### src/sv/brr_pkg.sv
// Package for the bilinear RGBA resampler: widths, codes, state and shared types.
package brr_pkg;

  // Default largest side of the source store in pixels.
  localparam int MAX_SIDE_DEF = 256;

  // Fixed field widths.
  localparam int CFG_W     = 9;
  localparam int CFG_IDX_W = 2;
  localparam int COORD_W   = 8;
  localparam int PIX_W     = 32;
  localparam int CH_N      = 4;
  localparam int CH_W      = 8;
  localparam int FRAC_W    = 8;
  localparam int NBR_N     = 4;
  localparam int NBR_W     = $clog2(NBR_N);

  // Configuration register indexes.
  typedef enum logic [CFG_IDX_W-1:0] {
    CFG_SRC_W = 2'd0,
    CFG_SRC_H = 2'd1,
    CFG_DST_W = 2'd2,
    CFG_DST_H = 2'd3
  } cfg_idx_t;

  // Input word operation codes.
  typedef enum logic {
    OP_WRITE = 1'b0,
    OP_READ  = 1'b1
  } op_t;

  // Sequencer states.
  typedef enum logic [3:0] {
    ST_IDLE,
    ST_MUL,
    ST_NORM,
    ST_DIV,
    ST_CLAMP,
    ST_FETCH,
    ST_BLEND,
    ST_MIX,
    ST_DONE
  } brr_state_t;

  // The four neighbours, in the order p00, p01, p10, p11.
  typedef logic [NBR_N-1:0][PIX_W-1:0] quad_t;

  // Stage enables for the blending unit.
  typedef struct packed {
    logic mix_horz;
    logic mix_vert;
  } blend_ctl_t;

endpackage

### src/sv/brr_blend.sv
// Two-stage bilinear blend of four RGBA neighbours, one lane per channel.
module brr_blend import brr_pkg::*; (
  input  logic              clk,
  input  blend_ctl_t        ctl,
  input  quad_t             quad,
  input  logic [FRAC_W-1:0] wx,
  input  logic [FRAC_W-1:0] wy,
  output logic [PIX_W-1:0]  result
);

  localparam int WGT_W = FRAC_W + 1;
  localparam int TOP_W = CH_W + FRAC_W;
  localparam int MUL_W = TOP_W + 1;
  localparam int ACC_W = TOP_W + FRAC_W + 1;

  logic [WGT_W-1:0]            inv_wx, inv_wy;
  logic [CH_N-1:0][TOP_W-1:0]  top_r, bot_r;
  logic [CH_N-1:0][TOP_W-1:0]  top_nxt, bot_nxt;
  logic [CH_N-1:0][CH_W-1:0]   ch_nxt;
  logic [PIX_W-1:0]            res_r;
  logic [MUL_W-1:0]            t_sum, b_sum;
  logic [ACC_W-1:0]            v_sum;

  assign inv_wx = WGT_W'(1 << FRAC_W) - WGT_W'(wx);
  assign inv_wy = WGT_W'(1 << FRAC_W) - WGT_W'(wy);

  // Horizontal blend of the upper and lower pairs.
  always_comb begin
    for (int c = 0; c < CH_N; c++) begin
      t_sum = MUL_W'(quad[0][c*CH_W +: CH_W]) * MUL_W'(inv_wx)
            + MUL_W'(quad[1][c*CH_W +: CH_W]) * MUL_W'(wx);
      b_sum = MUL_W'(quad[2][c*CH_W +: CH_W]) * MUL_W'(inv_wx)
            + MUL_W'(quad[3][c*CH_W +: CH_W]) * MUL_W'(wx);
      top_nxt[c] = t_sum[TOP_W-1:0];
      bot_nxt[c] = b_sum[TOP_W-1:0];
    end
  end

  // Vertical blend, truncated to the channel width.
  always_comb begin
    for (int c = 0; c < CH_N; c++) begin
      v_sum = ACC_W'(top_r[c]) * ACC_W'(inv_wy) + ACC_W'(bot_r[c]) * ACC_W'(wy);
      ch_nxt[c] = v_sum[2*FRAC_W +: CH_W];
    end
  end

  always_ff @(posedge clk) begin
    if (ctl.mix_horz) begin
      top_r <= top_nxt;
      bot_r <= bot_nxt;
    end
    if (ctl.mix_vert) begin
      res_r <= ch_nxt;
    end
  end

  assign result = res_r;

endmodule

### config.mk
export PLATFORM = sky130hd
export DESIGN_NAME = brr_blend
export DESIGN_NICKNAME = d
export VERILOG_FILES = /design/src/sv/brr_pkg.sv /design/src/sv/brr_blend.sv
export SDC_FILE = /design/constraint.sdc
export NUM_CORES = 2
export LEC_CHECK = 0
export BUFFER_PORTS_ARGS = -buffer_cell sky130_fd_sc_hd__buf_2
export CORE_MARGIN = 2
export CORE_UTILIZATION = 55
export CTS_CLUSTER_SIZE = 10
export DETAILED_ROUTE_END_ITERATION = 7
export PLACE_DENSITY = 0.74
export SLEW_MARGIN = 20
export SYNTH_ARGS = -nofsm -noshare
export SYNTH_HDL_FRONTEND = slang
export SYNTH_SLANG_ARGS = --single-unit
### constraint.sdc
create_clock -name clk -period 7.2 [get_ports clk]
set_input_delay 0.72 -clock clk [delete_from_list [all_inputs] [get_ports clk]]
set_output_delay 0.72 -clock clk [all_outputs]
set_load 0.02 [all_outputs]
==> impl_metrics.csv <==
group,metric,value,unit
status,status,"completed",
placed_design,pre_cts_ws,-447,ps
logic_synthesis,async_flop_share,0,%
logic_synthesis,ys_seq_elements,160,
final_layout,final_util,59.5,%
die,die_height,372,microns
drt,final_antenna_net_count,0,
cts,cts_buffers,17,
drt,num_vias,53600,
logic_synthesis,synthSimpleGateAreaFrac,16.7,%
cts,tritoncts_num_sinks,160,
logic_synthesis,syn-num-nets,10800,
critical_path,slowest_stage,"fa_1",
timing,relSlewSlack,24.3,%
placed_design,place_hpwl,151000,microns
logic_synthesis,synth_area_leader_cell,"fa_1",
die,die_w,372,microns
critical_path,worstSetupPathType,"in -> reg",
logic_synthesis,synth_xor_area_share,2.49,%
logic_synthesis,synth_cell_types,60,
global_route,antenna_found_initial,21,
timing,finClkSkew,19.0,ps
timing,period_share,96.5,%
final_layout,areaGrowthSynthToFinish,7.08,%
critical_path,cp.required,7490,ps
logic_synthesis,synthCells,8142,
logic_synthesis,netlist_area,0.0744,sq mm
critical_path,cp.arrival,7240,ps
drt,wirelength,184000,microns
logic_synthesis,seq_area_frac_synth,6.46,%
placed_design,port_buffers,178,
timing,fin_crit,6950,ps
logic_synthesis,synth_top_area_share,45.4,%
cts,path_clk_slew,80,ps
timing,worst_slack,250,ps
die,start_util,55.6,%
final_layout,final_nets,10900,
logic_synthesis,synth_area_leaders,"fa_1, ha_1, inv_1",
global_route,grt_pass1_wl,305000,microns
final_layout,fillers,11400,
logic_synthesis,yosysMostFrequentCell,"inv_1",
cts,cts_buffer_depth,2,
timing,rsz0062_at_grt,"yes",
cts,cts_resized,0,
timing,worst_slew_pin_slew,1140,ps
global_route,grt_usage,28.1,%
cts,clk_latency,540,ps
job,maxCapViolCount,0,
logic_synthesis,synth_mux_area_share,0.0269,%
drt,wl_per_cell,18.2,microns
cts,clockRootBuffer,"clkbuf_16",
die,row_count,134,
drt,first_pass_iters,6,
die,ios,179,
timing,tns,0,ps
drt,drc_errors,0,
die,coreArea,0.134,sq mm
timing,setup_viol,0,
final_layout,regArea,0.00480,sq mm
cts,cts_tree,"yes",
critical_path,cp-start-kind,"primary input",
logic_synthesis,synth-compound-area-share,2.51,%
final_layout,drive_gt1_share,6.56,%
logic_synthesis,synthTopCellsByCount,"inv_1, fa_1, and2_1",
placed_design,place.gp.congestion,0.910,
timing,hold_viol,0,
logic_synthesis,ys.warnings.count,0,
drt,wl_met1,76700,microns
global_route,grt.overflow.total,0,
cts,cts_hold_buf,0,
critical_path,crit_top_cell,"fa_1",
drt,wl_met2,88300,microns
logic_synthesis,synth-edff-count,160,
critical_path,cp_max_fo,11,
logic_synthesis,synth_top_family_by_area,"adder cells",
final_layout,stdcell_area,0.0796,sq mm
drt,via_per_inst,5.31,
min_path,min_path_type,"in -> reg",
critical_path,max_stage_delay,520,ps
die,die_area,0.138,sq mm
drt,dr.max_layer_used,"met5",
global_route,grt_max_degree,110,
critical_path,cp-end-kind,"flip-flop",
logic_synthesis,avgSynthCellArea,9.13,sq um
timing,fmax,0.144,GHz
logic_synthesis,ys.flop_type,"edfxtp_1",
cts,cts_setup_buffers,0,
cts,htreeDepth,4,
placed_design,dpl_cell_area,0.0790,sq mm
final_layout,multiInputGateArea,0.0602,sq mm
global_route,grt_pass1_vias,59100,
drt,drt_iter0_drc,3417,
timing,slew_violations,0,
drt,met3_length,13500,microns
logic_synthesis,synth-adder-area-share,58.9,%
[cell type report]
type / count / area share [%]
multi-input cells: 5418 / 75.7
inverters: 2244 / 10.6
flip-flops and latches: 160 / 6.03
repair buffers: 455 / 4.15
well taps: 1768 / 2.78
clock buffers: 18 / 0.539
clock inverters: 13 / 0.203
diodes: 18 / 0.0566
[path summary, 6_finish.rpt]
check          endpoint  slack, ps       from  cells past startpoint
max           result[6]        250      wy[1]                     27
max reg2reg   result[6]        910  bot_r[10]                     19
min reg2reg  result[31]       1210  top_r[63]                      3
min           top_r[16]        760   quad[40]                      3
[cell usage in the layout, fill, tap and decap left out, types with 10 or more instances in the layout]
master / n
inv_1: 2243
fa_1: 1681
and2_1: 1163
nand2_1: 1069
ha_1: 791
buf_4: 254
buf_2: 175
edfxtp_1: 160
xnor2_1: 131
a21oi_1: 88
xor2_1: 65
o21ai_0: 42
nor2_1: 40
nor3_1: 40
nand3_1: 32
o21bai_1: 28
buf_12: 26
a21o_1: 25
and3_1: 21
diode_2: 18
or3_1: 18
clkbuf_16: 17
a211oi_1: 13
o21a_1: 11
or2_2: 11
o31ai_1: 10
[state kept, by name, indices dropped and copies added, names as in the netlist]
signal,count
bot_r,64
result,32
top_r,64
[per-layer routing]
layer  up-vias  GRT usage, %
li1      23800             -
met1     27500          38.2
met2      1999          46.7
met3       314          4.15
met4         6          8.54
met5         -             0
[metrics by stage]
stage / hold WS, ps / instances
3_5_place_dp: 1160 / 10000
6_report: 764 / 10100
3_3_place_gp: 1160 / 10000
2_1_floorplan: 832 / 8142
5_1_grt: 782 / 10100
4_1_cts: 715 / 10100
[worst max-delay path: cells and delay by family]
kind,cells,cell delay (ps)
fa+ha+maj,8,3420
compound gates,6,1240
simple gates,3,790
buf+inv,8,750
xor+xnor,2,320
[kinds of logic (layout without fill, tap and decap cells)]
kind of cell             after synthesis  count (layout)
multiplexers                           2               2
AND/OR/NAND/NOR                     2435            2435
XOR/XNOR                             210             210
buffers and inverters               2564            2730
adder cells (fa/ha/maj)             2486            2486
flip-flops                           160             160
AO/OA/AOI/OAI                        285             285
other                                  0              18
Power is not shown: default switching activity piles up to over one toggle a cycle in this logic, so the estimate is an artifact.
