[config.mk]
export PLATFORM = sky130hd
export DESIGN_NAME = brr_div
export DESIGN_NICKNAME = d
export VERILOG_FILES = /design/src/sv/brr_div.sv
export SDC_FILE = /design/constraint.sdc
export NUM_CORES = 1
export LEC_CHECK = 0
export BUFFER_PORTS_ARGS = -buffer_cell sky130_fd_sc_hd__clkbuf_2
export CAP_MARGIN = 20
export CORE_MARGIN = 3
export CORE_UTILIZATION = 50
export CTS_BUF_LIST = sky130_fd_sc_hd__clkbuf_8
export CTS_CLUSTER_DIAMETER = 80
export DETAILED_ROUTE_END_ITERATION = 6
export PLACE_DENSITY = 0.76
export SYNTH_ARGS = -nofsm -noshare
export SYNTH_HDL_FRONTEND = slang
export SYNTH_SLANG_ARGS = --single-unit
[constraint.sdc]
create_clock -name clk -period 2.5 [get_ports clk]
set_input_delay 0.375 -clock clk [delete_from_list [all_inputs] [get_ports clk]]
set_output_delay 0.375 -clock clk [all_outputs]
set_load 0.03 [all_outputs]
[src/sv/brr_div.sv]
// Restoring divider, one quotient bit per cycle.
module brr_div #(
  parameter int DVD_W = 27,
  parameter int DVS_W = 10
) (
  input  logic             clk,
  input  logic             rst_n,
  input  logic             start,
  input  logic [DVD_W-1:0] dividend,
  input  logic [DVS_W-1:0] divisor,
  output logic             busy,
  output logic [DVD_W-1:0] quotient
);

  localparam int CNT_W = $clog2(DVD_W + 1);

  logic [DVD_W-1:0] quo_r, quo_nxt;
  logic [DVS_W-1:0] rem_r, rem_nxt;
  logic [DVS_W-1:0] dvs_r;
  logic [CNT_W-1:0] cnt_r, cnt_nxt;
  logic             busy_r, busy_nxt;
  logic [DVS_W:0]   rem_sh;
  logic [DVS_W:0]   diff;
  logic             ge;

  // One shift-and-subtract step.
  always_comb begin
    rem_sh  = {rem_r, quo_r[DVD_W-1]};
    diff    = rem_sh - {1'b0, dvs_r};
    ge      = (rem_sh >= {1'b0, dvs_r});
    rem_nxt = ge ? diff[DVS_W-1:0] : rem_sh[DVS_W-1:0];
    quo_nxt = {quo_r[DVD_W-2:0], ge};
    cnt_nxt = cnt_r - CNT_W'(1);
    busy_nxt = busy_r && (cnt_r != CNT_W'(1));
  end

  // Control state.
  always_ff @(posedge clk) begin
    if (!rst_n) begin
      busy_r <= 1'b0;
      cnt_r  <= '0;
    end else if (start) begin
      busy_r <= 1'b1;
      cnt_r  <= CNT_W'(DVD_W);
    end else if (busy_r) begin
      busy_r <= busy_nxt;
      cnt_r  <= cnt_nxt;
    end
  end

  // Datapath.
  always_ff @(posedge clk) begin
    if (start) begin
      quo_r <= dividend;
      rem_r <= '0;
      dvs_r <= divisor;
    end else if (busy_r) begin
      quo_r <= quo_nxt;
      rem_r <= rem_nxt;
    end
  end

  assign busy     = busy_r;
  assign quotient = quo_r;

endmodule

==> qor.txt, run 1 <==
status: completed
worst slew pin tran: 579 ps
DR pass1 iterations: 4
Worst setup EP type: register
total power: 2.12 mW
setup_tns: 0 ps
Die X: 78.8 um
hold path cells: 1
CP bufs+invs: 1
reg2reg setup slack: 230 ps
slowest stage cell, crit path: a2111o_1
crit path kind: register to register
DR iter-0 viols: 211
power density cells: 674 mW/mm2
IO Port Bufs: 67
Max-Slew Margin vs Limit: 61.4%
number of flops mapped to enable cells by yosys: 37
hold path endpoint: dvs_r[2]$_DFFE_PP_
CTS tree: yes
via/cell ratio: 5.38
GPL Wtd Cong: 0.847
Seq pwr share: 51.6%
Int Power: 1.46 mW
GRT overflow: 0
antenna cells: 0
Largest stage delay, worst path: 430 ps
Crit Path Max Fanout: 12
Worst EP required: 2680 ps
drc violations: 0
largest net degree at the start of global routing: 48
Comb pwr share: 25.4%
R2R Path Start: dvs_r[2]$_DFFE_PP_
Post-layout nets: 336
startpoint types: register
Top Layer Used: met4
Syn Inst Count: 213
Die Y: 78.8 um
Static Leak: 1.38 nW
core area: 0.00491 mm2
register bit total from synthesis: 53
area delta synth->final: 19.0%
FFs w/ async S/R, synth: 0%
layout cells sized above 1: 39.8%
endpoints failing hold: 0
Clock Latency Late Sink: 310 ps
Final Instance Area: 0.00315 mm2
met3 WL post-DR: 527 um
initial antenna violation count: 0
worst r2r path cells: 8
worst hold margin: 235 ps
setup-violating endpoint count in the final report: 0
Initial Util: 53.9%
min-delay src: divisor[2]
sequential cell area fraction in the yosys report: 54.1%
Peak VDD IR: 0.368 mV
pre-CTS setup slack: 268 ps
Yosys cell types: 41
mean post-synth cell area: 12.4 um2
count leader, synth: edfxtp_1
number of global-route vias before repair: 1910
top_reg_cell synth: edfxtp_1
Die Footprint: 0.00620 mm2
r2r endpoint: rem_r[3]$_SDFFE_PP0P_
Mapped Nets: 266
CP delay by family, top: compound AO/OA/AOI/OAI gates
met2 routed WL: 2.38 mm
synth warn: 0
number of top-level pins: 68
sw frac: 31.2%
sequence of cells on the critical path: inv_1 > ha_1 > nand3_1 > o21bai_1 > a2111o_1 > nand3_2 > mux2i_1 > a211oi_1
Final ANT Viol Nets: 0
Total Wirelength: 5.20 mm
total track usage: 17.9%
clk root buf: clkbuf_8
Area after DPL: 0.00306 mm2
share of the synthesized area in the top cell type: 42.0%
Max Clock Freq: 440 MHz
# fillers: 391
H-tree level count: 2
skew final: 5.28 ps
post-synthesis cell area: 0.00265 mm2
M1 WL: 2.22 mm
clock network fraction of design power: 22.9%
Max Root-Sink Buffers: 2
crit share post-route: 90.8%
Final HPWL DP: 3.67 mm
Psw: 663 uW
first-pass GRT wire length: 8.72 mm
Arr. time, crit path: 2450 ps
Yosys top cell by area: edfxtp_1
leading cell types by count after synthesis: 37 x edfxtp_1, 27 x mux2_2, 16 x dfxtp_1, 16 x inv_1, 13 x nor2_1
Vias: 1887
setup ws final: 229 ps
Routed WL per cell: 14.8 um
# rows: 25
CTS Buf Count: 5
max_cap viols: 0
Area contributors post-synth: edfxtp_1 42%, dfxtp_1 12%, mux2_2 11%
Slew Viols, Final: 0
RSZ-0062 raised after global routing: no
Worst Hold Class: primary input to register
min Tclk post-route: 2270 ps
clock slew at reported path FFs: 100 ps
Clock Sinks: 53
==> worst max-delay path by stage <==
stage               cells after the start              startpoint                    end
floorplan                              10  quotient[26]$_DFFE_PP_  rem_r[8]$_SDFFE_PP0P_
global placement                       10  quotient[26]$_DFFE_PP_  rem_r[8]$_SDFFE_PP0P_
detailed placement                     10  quotient[26]$_DFFE_PP_  rem_r[8]$_SDFFE_PP0P_
CTS                                    10  quotient[26]$_DFFE_PP_  rem_r[8]$_SDFFE_PP0P_
global route                            8      dvs_r[2]$_DFFE_PP_  rem_r[3]$_SDFFE_PP0P_
finish                                  8      dvs_r[2]$_DFFE_PP_  rem_r[3]$_SDFFE_PP0P_
==> registers in the layout, indices dropped and copies added (netlist names) <==
signal    cells
quotient     27
dvs_r        10
rem_r        10
cnt_r         5
busy          1
==> logic make-up (layout without fill, tap and decap cells) <==
logic type                 count (synthesis)  count (layout)  share of synthesized area [%]
AOI/OAI and AO/OA                         40              40                           11.5
xor gates and xnor gates                  11              11                           3.64
adders and majority gates                 13              13                           6.43
buffers and inverters                     23              94                           3.54
DFF                                       53              53                           54.1
muxes                                     31              31                           13.0
and+or+nand+nor                           42              42                           7.80
==> power by group through the flow <==
stage	logic, mW	clock network (mW)	registers, mW
after floorplan	0.300	0	1.21
after global placement	0.528	0	1.11
after detailed placement	0.533	0	1.11
after CTS	0.537	0.512	1.10
after global routing	0.591	0.539	1.11
final	0.540	0.487	1.10
==> layer usage <==
metal / vias up / global-route usage (%)
met4: 0 / 5.77
li1: 930 / -
met1: 871 / 23.1
met2: 79 / 28.1
met5: - / 0
met3: 7 / 6.46
==> layout by cell type, fill, tap and decap left out, drive strengths merged, types with 2 or more instances in the layout <==
cell type / n
buf: 3
mux2: 27
o311a: 2
nor3: 3
clkinv: 2
xor2: 5
ha: 12
a21oi: 3
a211oi: 7
a21o: 5
mux2i: 4
nor2: 13
nand2: 10
o21bai: 2
o21ai: 2
and3: 2
a21boi: 6
nand3: 7
inv: 17
o22ai: 4
clkbuf: 72
a31oi: 3
xnor2: 6
nor2b: 3
edfxtp: 37
dfxtp: 16
==> timing repair <==
| item | CTS | global route |
|---|---|---|
| hold buffers | 0 | 0 |
| hold endpoints to repair | 0 | 0 |
| endpoints found under the setup margin | 0 | 2 |
| setup buffers | 0 | 0 |
| gates resized for setup | 0 | 1 |
==> area by class of cell <==
| cell class | instances | area (um2) | share of cell area, % |
|---|---|---|---|
| clock buffers | 5 | 68.8 | 2.18 |
| clock inverters | 3 | 21.3 | 0.675 |
| inverters | 16 | 60.1 | 1.91 |
| multi-input cells | 137 | 1130 | 35.8 |
| flip-flops and latches | 53 | 1430 | 45.4 |
| well taps | 67 | 83.8 | 2.66 |
| repair buffers | 70 | 358 | 11.4 |
==> metrics by stage <==
step / utilization, % / cells
after floorplan: - / 213
after global placement: 62.2 / 343
after detailed placement: 62.2 / 343
after CTS: 64.1 / 351
after global routing: 64.2 / 351
final: 64.2 / 351
No activity file was read; power rests on OpenSTA's default activity.
==> inputs of run 2 (changes only) <==
CELL_PAD_IN_SITES_DETAIL_PLACEMENT = 1   (was default)
CELL_PAD_IN_SITES_GLOBAL_PLACEMENT = 1   (was default)
CORE_UTILIZATION = 43   (was 50)
PLACE_DENSITY = default   (was 0.76)
PLACE_DENSITY_LB_ADDON = 0.1   (was default)
==> qor.txt, run 2 (synthesized netlist as in run 1, its figures left out) <==
met2 routed WL: 2.96 mm (+24%)
Die X: 84.5 um (+7.2%)
skew final: 14.2 ps (+8.88 ps)
startpoint types: register
Clock Latency Late Sink: 310 ps (about the same)
# fillers: 637 (+63%)
# rows: 27 (+8.0%)
Routed WL per cell: 17.0 um (+15%)
number of top-level pins: 68 (unchanged)
Initial Util: 46.1% (-7.8 points)
GPL Wtd Cong: 0.806 (-4.9%)
Final ANT Viol Nets: 0 (unchanged)
Worst EP required: 2670 ps (about the same)
commonest non-fill, non-tap cell in the layout: clkbuf_2
layout cells sized above 1: 39.8% (unchanged)
initial antenna violation count: 0 (unchanged)
drc violations: 0 (unchanged)
clk root buf: clkbuf_8
clock slew at reported path FFs: 110 ps (about the same)
Die Y: 84.5 um (+7.2%)
Max-Slew Margin vs Limit: 73.5% (+12 points)
Peak VDD IR: 0.362 mV (-1.5%)
endpoints failing hold: 0 (unchanged)
DR pass1 iterations: 4 (unchanged)
H-tree level count: 2 (unchanged)
Post-CTS Hold Fix Bufs: 0 (unchanged)
GRT overflow: 0 (unchanged)
Total Wirelength: 6.05 mm (+16%)
Worst Hold Class: primary input to register
Crit Path Max Fanout: 12 (unchanged)
DP Cell Count: 348 (+1.5%)
Final HPWL DP: 4.54 mm (+24%)
via/cell ratio: 5.40 (+0.53%)
Worst setup EP type: register
setup ws final: 219 ps (-10.6 ps)
pre-CTS setup slack: 230 ps (-37.9 ps)
setup_tns: 0 ps (unchanged)
worst hold margin: 241 ps (+5.82 ps)
Slew Viols, Final: 0 (unchanged)
CP Launch Point: dvs_r[6]$_DFFE_PP_
min-delay src: divisor[1]
Post-layout nets: 336 (unchanged)
CTS tree: yes
max_cap viols: 0 (unchanged)
Arr. time, crit path: 2460 ps (about the same)
setup-violating endpoint count in the final report: 0 (unchanged)
cts repair resizes: 0 (unchanged)
worst slew pin tran: 395 ps (-184 ps)
total track usage: 18.6% (+0.66 points)
Vias: 1924 (+2.0%)
antenna cells: 0 (unchanged)
CTS Buf Count: 5 (unchanged)
largest net degree at the start of global routing: 48 (unchanged)
R2R Path Start: dvs_r[6]$_DFFE_PP_
crit share post-route: 91.3% (+0.42 points)
total power: 2.16 mW (+1.7%)
Top Layer Used: met4
RSZ-0062 raised after global routing: no
power density cells: 681 mW/mm2 (+1.1%)
IO Port Bufs: 67 (unchanged)
Layout Cells excl Fill: 356 (+1.4%)
Static Leak: 1.39 nW (+0.60%)
Max Clock Freq: 438 MHz (-0.47%)
Die Footprint: 0.00713 mm2 (+15%)
M1 WL: 2.63 mm (+18%)
number of setup buffers added after CTS: 0 (unchanged)
DR iter-0 viols: 99 (-53%)
met3 WL post-DR: 419 um (-20%)
core area: 0.00574 mm2 (+17%)
status: completed
max reg flops: 27 (unchanged)
area delta synth->final: 19.8%
crit path kind: register to register
number of global-route vias before repair: 2117 (+11%)
min Tclk post-route: 2280 ps (+10.6 ps)
first-pass GRT wire length: 10.7 mm (+22%)
Max Root-Sink Buffers: 2 (unchanged)
commonest cells after routing, fill and taps aside: 67 x clkbuf_2, 37 x edfxtp_1, 27 x mux2_2
Clock Sinks: 53 (unchanged)
## run 2: metal layers
metal | GRT usage [%] | vias to the layer above
met1 | 23.7 | 935
met5 | 0 | -
met2 | 31.1 | 53
met3 | 5.69 | 4
li1 | - | 932
met4 | 4.32 | 0
## run 2: final cells by class
type                       count  area (um2)  share of cell area (%)
inverter                      16        60.1                    1.89
multi-input combinational    137        1120                    35.4
sequential                    53        1430                    45.1
timing repair buffer          70         370                    11.7
clock buffer                   6        82.6                    2.60
tap                           72        90.1                    2.84
clock inverter                 2        13.8                   0.434
## run 2: worst paths after layout
| path | slack [ps] | end | cells after the start |
|---|---|---|---|
| setup / recovery | 220 | rem_r[3]$_SDFFE_PP0P_ | 8 |
| hold / removal | 240 | dvs_r[1]$_DFFE_PP_ | 1 |
| setup reg to reg | 220 | rem_r[3]$_SDFFE_PP0P_ | 8 |
| hold reg to reg | 530 | rem_r[5]$_SDFFE_PP0P_ | 2 |
## run 2: power by group
| part | total (mW) | switching [mW] | internal (mW) | leakage (nW) |
|---|---|---|---|---|
| sequential | 1.09 | 0.0520 | 1.04 | 0.502 |
| clock | 0.514 | 0.288 | 0.225 | 0.0512 |
| combinational | 0.554 | 0.333 | 0.221 | 0.834 |
| total | 2.16 | 0.673 | 1.49 | 1.39 |
## run 2: per-stage QoR
| stage | cell area (um2) | utilization (%) |
|---|---|---|
| floorplan | 2650 | - |
| global placement | 3070 | 53.5 |
| detailed placement | 3070 | 53.5 |
| CTS | 3170 | 55.2 |
| global route | 3170 | 55.2 |
| finish | 3170 | 55.2 |
## run 2: critical path, stage by stage, from the launching register on
cell and delay (ps):
edfxtp_1 330, inv_1 50, ha_1 380, nand2_2 110, or4_4 560, o31a_4 130
nand3_2 250, mux2i_1 250, a211oi_1 100
==> inputs of run 3 (changes only) <==
CELL_PAD_IN_SITES_GLOBAL_PLACEMENT = 2   (was 1)
CORE_UTILIZATION = 36   (was 43)
SKIP_LAST_GASP = 1   (was default)
==> qor.txt, run 3 (synthesized netlist as in run 1, its figures left out) <==
clk root buf: clkbuf_8
Final HPWL DP: 4.47 mm (-1.7%)
sw frac: 31.2% (+0.064 points)
Die Y: 91.8 um (+8.6%)
Slew Viols, Final: 0 (unchanged)
CTS Buf Count: 5 (unchanged)
Initial Util: 38.1% (-8.0 points)
startpoint types: register
GPL Wtd Cong: 0.773 (-4.1%)
DR iter-0 viols: 74 (-25%)
Comb pwr share: 26.0% (+0.4 points)
GRT overflow: 0 (unchanged)
Max Clock Freq: 436 MHz (-0.56%)
crit share post-route: 91.8% (+0.52 points)
max reg flops: 27 (unchanged)
setup-violating endpoint count in the final report: 0 (unchanged)
commonest non-fill, non-tap cell in the layout: clkbuf_2
area delta synth->final: 20.4%
clock slew at reported path FFs: 100 ps (about the same)
max_cap viols: 0 (unchanged)
Post-layout nets: 337 (+0.30%)
first-pass GRT wire length: 10.6 mm (-0.71%)
Int Power: 1.45 mW (-2.3%)
Clock Latency Late Sink: 300 ps (about the same)
min Tclk post-route: 2290 ps (+12.9 ps)
Static Leak: 1.38 nW (-0.21%)
Arr. time, crit path: 2360 ps (-100 ps)
Final ANT Viol Nets: 0 (unchanged)
Routed WL per cell: 15.8 um (-7.3%)
skew final: 6.30 ps (-7.86 ps)
Die Footprint: 0.00842 mm2 (+18%)
Worst Hold Class: primary input to register
Worst EP required: 2570 ps (-100 ps)
Peak VDD IR: 0.263 mV (-27%)
Worst setup EP type: register
core area: 0.00694 mm2 (+21%)
number of global-route vias before repair: 2065 (-2.5%)
IO Port Bufs: 67 (unchanged)
commonest cells after routing, fill and taps aside: 67 x clkbuf_2, 37 x edfxtp_1, 27 x mux2_2
initial antenna violation count: 0 (unchanged)
number of top-level pins: 68 (unchanged)
RSZ-0062 raised after global routing: no
Max Root-Sink Buffers: 2 (unchanged)
status: completed
total track usage: 15.5% (-3.0 points)
# rows: 30 (+11%)
clock network fraction of design power: 22.3% (-1.5 points)
Seq pwr share: 51.7% (+1.1 points)
drc violations: 0 (unchanged)
H-tree level count: 2 (unchanged)
largest net degree at the start of global routing: 35 (-27%)
Die X: 91.8 um (+8.6%)
power density cells: 663 mW/mm2 (-2.8%)
layout cells sized above 1: 39.6% (-0.14 points)
worst hold margin: 244 ps (+2.83 ps)
endpoints failing hold: 0 (unchanged)
worst slew pin tran: 438 ps (+43.3 ps)
DR pass1 iterations: 4 (unchanged)
Crit Path Max Fanout: 12 (unchanged)
Psw: 660 uW (-2.0%)
via/cell ratio: 4.93 (-8.7%)
crit path kind: register to register
Clock Sinks: 53 (unchanged)
Total Wirelength: 6.01 mm (-0.76%)
setup_tns: 0 ps (unchanged)
Max-Slew Margin vs Limit: 70.8% (-2.7 points)
antenna cells: 0 (unchanged)
CTS tree: yes
Vias: 1880 (-2.3%)
[run 3: power groups by stage]
stage	Clock [mW]	Sequential, mW	Combinational (mW)
after floorplan	0	1.21	0.300
after global placement	0	1.11	0.548
after detailed placement	0	1.11	0.551
after CTS	0.497	1.10	0.555
after global routing	0.532	1.11	0.610
final	0.471	1.09	0.549
[run 3: what timing repair did]
item                       CTS  global route
setup endpoints to repair    0             1
resized for setup            0             1
hold buffers                 0             0
buffers inserted             0             0
[run 3: final timing paths]
path	from	endpoint	slack, ps	depth (start not counted)
max	dvs_r[8]$_DFFE_PP_	quotient[0]$_DFFE_PP_	210	6
min	divisor[7]	dvs_r[7]$_DFFE_PP_	240	1
max reg2reg	dvs_r[8]$_DFFE_PP_	quotient[0]$_DFFE_PP_	210	6
min reg2reg	rem_r[4]$_SDFFE_PP0P_	rem_r[4]$_SDFFE_PP0P_	520	2
[run 3: final cells by class]
class,instances,area (um2)
Inverter,16,60.1
Sequential cell,53,1430
Clock inverter,3,15.0
Tap cell,96,120
Clock buffer,5,68.8
Timing Repair Buffer,71,365
Multi-Input combinational cell,137,1130
Fill cell,785,3760
[run 3: through the flow]
stage	util [%]	cell area, um2	worst slack (ps)	instances	power [mW]
2_1_floorplan	-	2650	249	213	1.51
3_3_place_gp	44.6	3100	210	373	1.66
3_5_place_dp	44.6	3100	144	373	1.67
4_1_cts	45.8	3180	92.5	381	2.15
5_1_grt	45.9	3190	33.5	381	2.25
6_report	45.9	3190	206	381	2.11
[run 3: per-layer routing]
layer  global-route usage [%]  vias to the layer above  routed length [um]
met5                        0                        -                   0
met1                     21.1                      891                2770
li1                         -                      932                   -
met3                     5.00                        5                 423
met2                     24.0                       52                2750
met4                     4.08                        0                  57
[run 3: critical path: stages (launching register included)]
cell,delay [ps]
edfxtp_1,340
inv_1,40
ha_1,330
a21o_1,180
a211oi_1,400
nand3_2,380
mux2_2,380
